### src/rtl/core/mfc_pkg.sv
`timescale 1ns / 1ps
`default_nettype none
// ----------------------------------------------------------------------------
// mfc_pkg
// Shared types and codes for the median filtered follow controller.
// ----------------------------------------------------------------------------
package mfc_pkg;

  // configuration register indexes
  localparam int CFG_IDX_W = 3;
  localparam logic [CFG_IDX_W-1:0] CFG_FAR_LIMIT      = 3'd0;
  localparam logic [CFG_IDX_W-1:0] CFG_CLOSE_LIMIT    = 3'd1;
  localparam logic [CFG_IDX_W-1:0] CFG_FOLLOW_TARGET  = 3'd2;
  localparam logic [CFG_IDX_W-1:0] CFG_BACK_MARGIN    = 3'd3;
  localparam logic [CFG_IDX_W-1:0] CFG_FORWARD_MARGIN = 3'd4;

  // motion commands
  localparam int CMD_W = 2;
  localparam logic [CMD_W-1:0] CMD_NONE = 2'd0;
  localparam logic [CMD_W-1:0] CMD_FWD  = 2'd1;
  localparam logic [CMD_W-1:0] CMD_BACK = 2'd2;
  localparam logic [CMD_W-1:0] CMD_STOP = 2'd3;

  // phase codes as reported on the result word
  localparam int PHASE_CODE_W = 2;
  localparam logic [PHASE_CODE_W-1:0] PHASE_CODE_CALIB  = 2'd0;
  localparam logic [PHASE_CODE_W-1:0] PHASE_CODE_WAIT   = 2'd1;
  localparam logic [PHASE_CODE_W-1:0] PHASE_CODE_FOLLOW = 2'd2;

  // calibration counter width
  localparam int CNT_W = 4;

  typedef enum logic [2:0] {
    PH_CALIB  = 3'b001,
    PH_WAIT   = 3'b010,
    PH_FOLLOW = 3'b100
  } phase_t;

endpackage
`default_nettype wire

### src/rtl/core/mfc_front.sv
`timescale 1ns / 1ps
`default_nettype none
// ----------------------------------------------------------------------------
// mfc_front
// Accepts raw samples and forms the median of the last three raw samples.
// ----------------------------------------------------------------------------
module mfc_front #(
  parameter int SAMPLE_BITS = 12
) (
  input  wire logic                   clk,
  input  wire logic                   rst_n,
  input  wire logic                   s_valid,
  output logic                        s_ready,
  input  wire logic [SAMPLE_BITS-1:0] s_sample,
  input  wire logic                   q_full,
  output logic                        q_push,
  output logic [SAMPLE_BITS-1:0]      q_filtered
);
  import mfc_pkg::*;

  logic [SAMPLE_BITS-1:0] prev_r, prev_nxt;
  logic [SAMPLE_BITS-1:0] older_r, older_nxt;
  logic [SAMPLE_BITS-1:0] lo, hi, mid;

  assign s_ready = !q_full;
  assign q_push  = s_valid && s_ready;

  // median of three: min/max of the first pair, then clamp
  always_comb begin
    lo         = (s_sample < prev_r) ? s_sample : prev_r;
    hi         = (s_sample < prev_r) ? prev_r : s_sample;
    mid        = (hi < older_r) ? hi : older_r;
    q_filtered = (lo > mid) ? lo : mid;
  end

  always_comb begin
    prev_nxt  = prev_r;
    older_nxt = older_r;
    if (q_push) begin
      older_nxt = prev_r;
      prev_nxt  = s_sample;
    end
  end

  always_ff @(posedge clk) begin
    if (!rst_n) begin
      prev_r  <= '0;
      older_r <= '0;
    end else begin
      prev_r  <= prev_nxt;
      older_r <= older_nxt;
    end
  end

endmodule
`default_nettype wire

### src/rtl/core/mfc_queue.sv
`timescale 1ns / 1ps
`default_nettype none
// ----------------------------------------------------------------------------
// mfc_queue
// Two-entry queue of filtered values between the front and back parts.
// ----------------------------------------------------------------------------
module mfc_queue #(
  parameter int SAMPLE_BITS = 12
) (
  input  wire logic                   clk,
  input  wire logic                   rst_n,
  input  wire logic                   push,
  input  wire logic [SAMPLE_BITS-1:0] push_data,
  output logic                        full,
  input  wire logic                   pop,
  output logic                        not_empty,
  output logic [SAMPLE_BITS-1:0]      pop_data
);
  import mfc_pkg::*;

  localparam int DEPTH = 2;

  logic [SAMPLE_BITS-1:0] mem_r [DEPTH];
  logic                   wr_ptr_r, wr_ptr_nxt;
  logic                   rd_ptr_r, rd_ptr_nxt;
  logic [1:0]             count_r, count_nxt;

  assign full      = (count_r == 2'(DEPTH));
  assign not_empty = (count_r != 2'd0);
  assign pop_data  = mem_r[rd_ptr_r];

  always_comb begin
    wr_ptr_nxt = push ? !wr_ptr_r : wr_ptr_r;
    rd_ptr_nxt = pop ? !rd_ptr_r : rd_ptr_r;
    count_nxt  = count_r;
    if (push && !pop) begin
      count_nxt = count_r + 2'd1;
    end else if (pop && !push) begin
      count_nxt = count_r - 2'd1;
    end
  end

  always_ff @(posedge clk) begin
    if (push) begin
      mem_r[wr_ptr_r] <= push_data;
    end
  end

  always_ff @(posedge clk) begin
    if (!rst_n) begin
      wr_ptr_r <= 1'b0;
      rd_ptr_r <= 1'b0;
      count_r  <= 2'd0;
    end else begin
      wr_ptr_r <= wr_ptr_nxt;
      rd_ptr_r <= rd_ptr_nxt;
      count_r  <= count_nxt;
    end
  end

  a_no_overflow : assert property (@(posedge clk) disable iff (!rst_n)
    push |-> (!full || pop))
    else $error("queue written while full");

  a_no_underflow : assert property (@(posedge clk) disable iff (!rst_n)
    pop |-> not_empty)
    else $error("queue read while empty");

endmodule
`default_nettype wire

### src/rtl/core/mfc_back.sv
`timescale 1ns / 1ps
`default_nettype none
// ----------------------------------------------------------------------------
// mfc_back
// Phase controller: calibrate, wait for the band, follow with a dead zone.
// ----------------------------------------------------------------------------
module mfc_back #(
  parameter int CALIB_SAMPLES = 10,
  parameter int SAMPLE_BITS   = 12
) (
  input  wire logic                          clk,
  input  wire logic                          rst_n,
  input  wire logic                          cfg_we,
  input  wire logic [mfc_pkg::CFG_IDX_W-1:0] cfg_idx,
  input  wire logic [SAMPLE_BITS-1:0]        cfg_wdata,
  input  wire logic                          q_not_empty,
  input  wire logic [SAMPLE_BITS-1:0]        q_filtered,
  output logic                               q_pop,
  output logic                               m_valid,
  input  wire logic                          m_ready,
  output logic [SAMPLE_BITS-1:0]             m_filtered,
  output logic [mfc_pkg::CMD_W-1:0]          m_command,
  output logic [mfc_pkg::PHASE_CODE_W-1:0]   m_phase
);
  import mfc_pkg::*;

  logic [SAMPLE_BITS-1:0] far_r, close_r, target_r, back_r, fwd_r;

  phase_t             phase_r, phase_nxt;
  logic [CNT_W-1:0]   cnt_r, cnt_nxt, cnt_inc;
  logic               out_valid_r, out_valid_nxt;
  logic [SAMPLE_BITS-1:0]  out_filt_r;
  logic [CMD_W-1:0]        out_cmd_r, cmd;
  logic [PHASE_CODE_W-1:0] out_phase_r, phase_code;
  logic                    in_band;
  logic [SAMPLE_BITS:0]    upper;
  logic [SAMPLE_BITS-1:0]  lower;

  always_ff @(posedge clk) begin
    if (!rst_n) begin
      far_r    <= SAMPLE_BITS'(32'd1000);
      close_r  <= SAMPLE_BITS'(32'd3000);
      target_r <= SAMPLE_BITS'(32'd1500);
      back_r   <= SAMPLE_BITS'(32'd100);
      fwd_r    <= SAMPLE_BITS'(32'd50);
    end else if (cfg_we) begin
      unique case (cfg_idx)
        CFG_FAR_LIMIT:      far_r    <= cfg_wdata;
        CFG_CLOSE_LIMIT:    close_r  <= cfg_wdata;
        CFG_FOLLOW_TARGET:  target_r <= cfg_wdata;
        CFG_BACK_MARGIN:    back_r   <= cfg_wdata;
        CFG_FORWARD_MARGIN: fwd_r    <= cfg_wdata;
        default: ;
      endcase
    end
  end

  assign q_pop = q_not_empty && (!out_valid_r || m_ready);

  always_comb begin
    in_band   = (q_filtered > far_r) && (q_filtered < close_r);
    upper     = {1'b0, target_r} + {1'b0, back_r};
    lower     = (fwd_r > target_r) ? '0 : (target_r - fwd_r);
    cnt_inc   = cnt_r + CNT_W'(1);
    cmd       = CMD_NONE;
    phase_nxt = phase_r;
    cnt_nxt   = cnt_r;
    unique case (phase_r)
      PH_WAIT: begin
        if (q_filtered >= far_r && q_filtered <= close_r) begin
          if (in_band) begin
            phase_nxt = PH_FOLLOW;
          end else begin
            phase_nxt = PH_CALIB;
            cnt_nxt   = '0;
          end
        end
      end
      PH_FOLLOW: begin
        if ({1'b0, q_filtered} > upper) begin
          cmd = CMD_BACK;
        end else if (q_filtered < lower) begin
          cmd = CMD_FWD;
        end else begin
          cmd = CMD_STOP;
        end
        if (!in_band) begin
          phase_nxt = PH_CALIB;
          cnt_nxt   = '0;
        end
      end
      PH_CALIB: begin
        if (cnt_inc >= CNT_W'(CALIB_SAMPLES) || cnt_inc == '0) begin
          phase_nxt = PH_WAIT;
          cnt_nxt   = '0;
        end else begin
          cnt_nxt = cnt_inc;
        end
      end
      default: begin
        phase_nxt = PH_CALIB;
        cnt_nxt   = '0;
      end
    endcase
  end

  always_comb begin
    unique case (phase_nxt)
      PH_WAIT:   phase_code = PHASE_CODE_WAIT;
      PH_FOLLOW: phase_code = PHASE_CODE_FOLLOW;
      default:   phase_code = PHASE_CODE_CALIB;
    endcase
  end

  always_comb begin
    out_valid_nxt = out_valid_r;
    if (q_pop) begin
      out_valid_nxt = 1'b1;
    end else if (m_ready) begin
      out_valid_nxt = 1'b0;
    end
  end

  always_ff @(posedge clk) begin
    if (!rst_n) begin
      phase_r     <= PH_CALIB;
      cnt_r       <= '0;
      out_valid_r <= 1'b0;
    end else begin
      out_valid_r <= out_valid_nxt;
      if (q_pop) begin
        phase_r <= phase_nxt;
        cnt_r   <= cnt_nxt;
      end
    end
  end

  always_ff @(posedge clk) begin
    if (q_pop) begin
      out_filt_r  <= q_filtered;
      out_cmd_r   <= cmd;
      out_phase_r <= phase_code;
    end
  end

  assign m_valid    = out_valid_r;
  assign m_filtered = out_filt_r;
  assign m_command  = out_cmd_r;
  assign m_phase    = out_phase_r;

  // only the follow phase issues motion commands
  a_cmd_only_follow : assert property (@(posedge clk) disable iff (!rst_n)
    (q_pop && phase_r != PH_FOLLOW) |=> (m_command == CMD_NONE))
    else $error("command issued outside follow phase");

  a_cnt_range : assert property (@(posedge clk) disable iff (!rst_n)
    cnt_r < CNT_W'(CALIB_SAMPLES))
    else $error("calibration count out of range");

endmodule
`default_nettype wire

### src/rtl/core/median_filtered_follow_controller.sv
`timescale 1ns / 1ps
`default_nettype none
// ----------------------------------------------------------------------------
// median_filtered_follow_controller
// Median-of-three distance filter followed by a calibrate/wait/follow
// controller with a hysteresis band around the follow target.
// ----------------------------------------------------------------------------
//  port group  dir  word contents (low bit first)
//  in_*        in   sample
//  out_*       out  filtered, command, phase_now
//  cfg_*       in   register index, write data (no read-back)
//
//  one word per cycle sustained while out_tready is high; a word shows on
//  out_ in the cycle after the one in which the controller takes it from
//  the queue. the front forms the median in the accept cycle; a two-entry
//  queue feeds the controller, whose phase updates on each word it takes.
//  rst_n is synchronous: history clears to zero, phase to calibrate.
//  out_tready low holds the output register; the queue then fills and
//  in_tready drops.
// ----------------------------------------------------------------------------
module median_filtered_follow_controller #(
  parameter int CALIB_SAMPLES = 10,
  parameter int SAMPLE_BITS   = 12,
  localparam int IN_W  = ((SAMPLE_BITS + 7) / 8) * 8,
  localparam int OUT_W = ((SAMPLE_BITS + mfc_pkg::CMD_W + mfc_pkg::PHASE_CODE_W + 7) / 8) * 8
) (
  input  wire logic                          clk,
  input  wire logic                          rst_n,
  input  wire logic                          in_tvalid,
  output logic                               in_tready,
  input  wire logic [IN_W-1:0]               in_tdata,   // sample
  output logic                               out_tvalid,
  input  wire logic                          out_tready,
  output logic [OUT_W-1:0]                   out_tdata,  // filtered, command, phase_now
  input  wire logic                          cfg_we,
  input  wire logic [mfc_pkg::CFG_IDX_W-1:0] cfg_idx,
  input  wire logic [SAMPLE_BITS-1:0]        cfg_wdata
);
  import mfc_pkg::*;

  logic                    q_push, q_full, q_pop, q_not_empty;
  logic [SAMPLE_BITS-1:0]  q_in, q_out;
  logic [SAMPLE_BITS-1:0]  o_filtered;
  logic [CMD_W-1:0]        o_command;
  logic [PHASE_CODE_W-1:0] o_phase;

  mfc_front #(.SAMPLE_BITS(SAMPLE_BITS)) u_front (
    .clk        (clk),
    .rst_n      (rst_n),
    .s_valid    (in_tvalid),
    .s_ready    (in_tready),
    .s_sample   (in_tdata[SAMPLE_BITS-1:0]),
    .q_full     (q_full),
    .q_push     (q_push),
    .q_filtered (q_in)
  );

  mfc_queue #(.SAMPLE_BITS(SAMPLE_BITS)) u_queue (
    .clk       (clk),
    .rst_n     (rst_n),
    .push      (q_push),
    .push_data (q_in),
    .full      (q_full),
    .pop       (q_pop),
    .not_empty (q_not_empty),
    .pop_data  (q_out)
  );

  mfc_back #(
    .CALIB_SAMPLES (CALIB_SAMPLES),
    .SAMPLE_BITS   (SAMPLE_BITS)
  ) u_back (
    .clk         (clk),
    .rst_n       (rst_n),
    .cfg_we      (cfg_we),
    .cfg_idx     (cfg_idx),
    .cfg_wdata   (cfg_wdata),
    .q_not_empty (q_not_empty),
    .q_filtered  (q_out),
    .q_pop       (q_pop),
    .m_valid     (out_tvalid),
    .m_ready     (out_tready),
    .m_filtered  (o_filtered),
    .m_command   (o_command),
    .m_phase     (o_phase)
  );

  assign out_tdata = OUT_W'({o_phase, o_command, o_filtered});

endmodule
`default_nettype wire
### config.mk
export PLATFORM = sky130hd
export DESIGN_NAME = median_filtered_follow_controller
export DESIGN_NICKNAME = d
export VERILOG_FILES = /design/src/rtl/core/mfc_pkg.sv /design/src/rtl/core/mfc_front.sv /design/src/rtl/core/mfc_queue.sv /design/src/rtl/core/mfc_back.sv /design/src/rtl/core/median_filtered_follow_controller.sv
export SDC_FILE = /design/constraint.sdc
export NUM_CORES = 1
export LEC_CHECK = 0
export BUFFER_PORTS_ARGS = -buffer_cell sky130_fd_sc_hd__buf_4
export CAP_MARGIN = 15
export CELL_PAD_IN_SITES_DETAIL_PLACEMENT = 1
export CELL_PAD_IN_SITES_GLOBAL_PLACEMENT = 1
export CORE_ASPECT_RATIO = 1.2
export CORE_MARGIN = 4
export CORE_UTILIZATION = 50
export DETAILED_ROUTE_END_ITERATION = 12
export PLACE_DENSITY_LB_ADDON = 0.1
export SLEW_MARGIN = 20
export SYNTH_ARGS = -nofsm -noshare
export SYNTH_HDL_FRONTEND = slang
export SYNTH_SLANG_ARGS = --single-unit
### constraint.sdc
create_clock -name clk -period 11.4 [get_ports clk]
set_input_delay 1.71 -clock clk [delete_from_list [all_inputs] [get_ports clk]]
set_output_delay 1.71 -clock clk [all_outputs]
set_load 0.02 [all_outputs]
==> results by group <==
Status
  – Status: completed

GRT
  – Total congestion overflow: 0
  – Number of global-route vias before repair: around 7,700
  – First-pass GRT wire length: around 39 mm
  – Total GRT Usage: 26.1%
  – Largest net degree at the start of global routing: between 60 and 70
  – Initial antenna violation count: 0

Route
  – Vias/cell: between 5 and 6
  – Via count: a little over 7,000
  – Antenna Nets Post-Route: 0
  – # DRC: 0
  – Starting DRT DRC Count: roughly 290
  – TritonRoute pass-1 iters: 4
  – Total wire length after detailed routing: around 24 mm
  – Wire per inst: approximately 19 um

Worst setup path
  – CP required: 11,560 ps
  – Setup crit start kind: input pin
  – Critical path type: in2reg
  – Worst reg2reg setup slack: approximately 5400 ps
  – Reg-to-reg critical path startpoint: u_front.prev_r[9]
  – Critical Path Fanout Max: 24
  – Critical Path Start: in_tdata[9]
  – Arr. time, crit path: 7150 ps
  – Setup crit end kind: flop

Clock tree
  – Clock Path Buffers: 2
  – CTS tree: yes
  – Num CTS Buffers: 17
  – Sink Count: roughly 140
  – Post-cts hold buffer count: 0
  – Clk_lat worst skew: 420 ps
  – CTS Root Cell: clkbuf_16
  – Post-CTS Setup Inserts: 0
  – CTS resizes: 0
  – H-Tree Level Count: 4
  – Clk slew on worst S/H paths: roughly 60 ps

Logic synthesis
  – Netlist cell types: just over 60
  – Post-synth ARST share: 0%
  – Post-synth top flop: dfxtp_1
  – Seq cells post-synth: roughly 140
  – Post-synthesis sequential area ratio: 37.2%
  – Syn Area/Cell: approximately 8.6 um^2
  – Mapped Nets: between 1,000 and 1,500
  – Synth warn: 0
  – Mapped cell area: between 8000 and 9000 um^2
  – Post-synth EDFFs: 40
  – Syn Inst Count: 980

Pwr
  – Pwr Total: between 1.5 and 2 mW
  – Maximum vdd drop: roughly 0.12 mV
  – Leak pwr: around 4 nW
  – Power Density: just over 200 nW/um^2

Timing
  – Fmax: approximately 140 MHz
  – Setup Viol. Count Final: 0
  – Max Slew Vio Count: 0
  – Worst slew pin tran: 997 ps
  – Slew headroom: between 30% and 40%
  – Final min period: roughly 7000 ps
  – Worst Clk Skew: 7.69 ps
  – RSZ-0062 raised after global routing: false
  – Final period util: about three fifths
  – Hold Fails Final Rpt: 0
  – Setup Total Neg Slack: 0 ps

Die
  – DIE HEIGHT: between 150 and 200 um
  – Core area: 16,400 um^2
  – Initial Utilization: a little over 50%
  – Die width: roughly 130 um
  – Rows: 51
  – Full die area: 19,000 um^2
  – Boundary Pins: between 50 and 60

Min path
  – Hold Crit Class: reg2reg
  – Hold path startpoint: u_back.close_r[6]

Final layout
  – Layout cell share with drive strength beyond 1: a little under an eighth
  – Final #Nets: about 1,200
  – Most common cell after layout, fill and taps aside: nand2_1
  – Area of the multi-input gates: approximately 4900 um^2
  – Synth-to-Final Area Change: 12.9%
  – # fillers: 1,961
  – Most frequent cells in the layout: nand2_1, ha_1, dfxtp_1, a21oi_1, inv_1
  – Antenna fix cells: 0
  – Reg area: about 3100 um^2

Run
  – Number of max-cap violations: 0

Placement
  – Port Buffers: between 40 and 50
  – Final Wtd Congestion: just over 0.8
  – HPWL Detailed: 17.7 mm
[per-layer routing]
layer	share of wire, %	vias to the layer above	GRT usage, %
met3	1.9	49	3.09
met5	0	-	0
met4	3.5	0	11.1
li1	-	3502	-
met1	40	3498	28.2
met2	55	100	50.8
[cells in the mapped netlist (3+ instances only)]
cell | instances | area [um^2]
a21o_1 | 26 | 195
nor2b_1 | 8 | 50.1
mux2i_1 | 12 | 120
dfxtp_1 | 97 | 1940
edfxtp_1 | 40 | 1200
buf_1 | 3 | 11.3
mux2_2 | 22 | 248
o21a_1 | 9 | 67.6
and2_1 | 4 | 25.0
and3_1 | 6 | 37.5
inv_1 | 74 | 278
or2_2 | 7 | 43.8
o21ai_1 | 7 | 35.0
ha_1 | 108 | 1350
nand3_1 | 22 | 110
clkbuf_1 | 28 | 105
nand4_1 | 11 | 68.8
or3_1 | 3 | 18.8
o211ai_1 | 22 | 165
nor2_1 | 32 | 120
xor2_1 | 9 | 78.8
xnor2_1 | 15 | 131
nor3_1 | 14 | 70.1
o21ai_0 | 37 | 185
nand2b_1 | 4 | 25.0
nand2_1 | 214 | 803
a21oi_1 | 94 | 470
o21bai_1 | 3 | 22.5
a221oi_1 | 3 | 26.3
[cells by family after synthesis]
kind of cell,Yosys count,share of synthesized area [%]
XOR/XNOR,24,2.49
multiplexers,34,4.36
AO/OA/AOI/OAI,230,17.1
buffers and inverters,107,4.89
AND/OR/NAND/NOR,338,17.5
adder cells (fa/ha/maj),110,16.5
flip-flops,137,37.2
[cell type report]
class                   instances  area share, %
clock buffers                  23           4.80
clock inverters                 9           1.04
inverters                      75           2.95
multi-input cells             736           51.4
flip-flops and latches        137           33.0
well taps                     212           2.78
repair buffers                 52           4.10
[path summary, 6_finish.rpt]
path | to | cells after the start
worst min register to register | u_back.close_r[6] | 2
worst max register to register | u_queue.mem_r[0][0] | 25
worst min-delay path | u_back.close_r[6] | 2
worst max-delay path | u_queue.mem_r[0][0] | 25
[report_power, final]
part           switching, mW  internal [mW]  leakage, nW  total [mW]
combinational          0.478          0.310         2.57       0.788
clock                  0.208          0.325        0.270       0.533
sequential            0.0404          0.612         1.17       0.652
total                  0.726           1.25         4.01        1.97
[state kept, by name, indices dropped and copies added (netlist names), named ones only]
| signal | count |
|---|---|
| u_queue.mem_r | 24 |
| u_back.back_r | 12 |
| u_back.close_r | 12 |
| u_back.far_r | 12 |
| u_back.fwd_r | 12 |
| u_back.m_filtered | 12 |
| u_back.target_r | 12 |
| u_front.older_r | 12 |
| u_front.prev_r | 12 |
| u_back.cnt_r | 4 |
| u_back.phase_r | 3 |
| u_back.m_command | 2 |
| u_back.m_phase | 2 |
| u_queue.count_r | 2 |
| u_back.m_valid | 1 |
| u_queue.rd_ptr_r | 1 |
| u_queue.wr_ptr_r | 1 |
[stage by stage]
stage	util (%)	area, um^2	hold slack (ps)	setup slack (ps)	std cells
detailed placement	54.7	8970	447	4110	1212
global placement	54.7	8970	443	4180	1212
global route	58.1	9530	475	4020	1244
finish	58.1	9530	456	4410	1244
CTS	58.1	9530	455	4350	1244
floorplan	-	8450	436	4870	980
[worst max-delay path: stages]
cell      delay (ps)
buf_4            120
ha_1             300
a21o_1           160
a211o_1          340
a211oi_4         260
nor2_2           160
o21ai_0          280
ha_1             310
a21o_1           180
a21o_1           170
a21o_1           200
a21oi_1          150
o211ai_1         150
a21oi_4          520
mux2i_1          340
ha_1             310
a21o_1           190
a21o_1           180
a21oi_1          200
or2_2            140
a31oi_1           90
buf_4            230
a21boi_0         150
a41oi_1          170
nand3_1          110
Note: power is estimated with default switching activity, not from simulation.
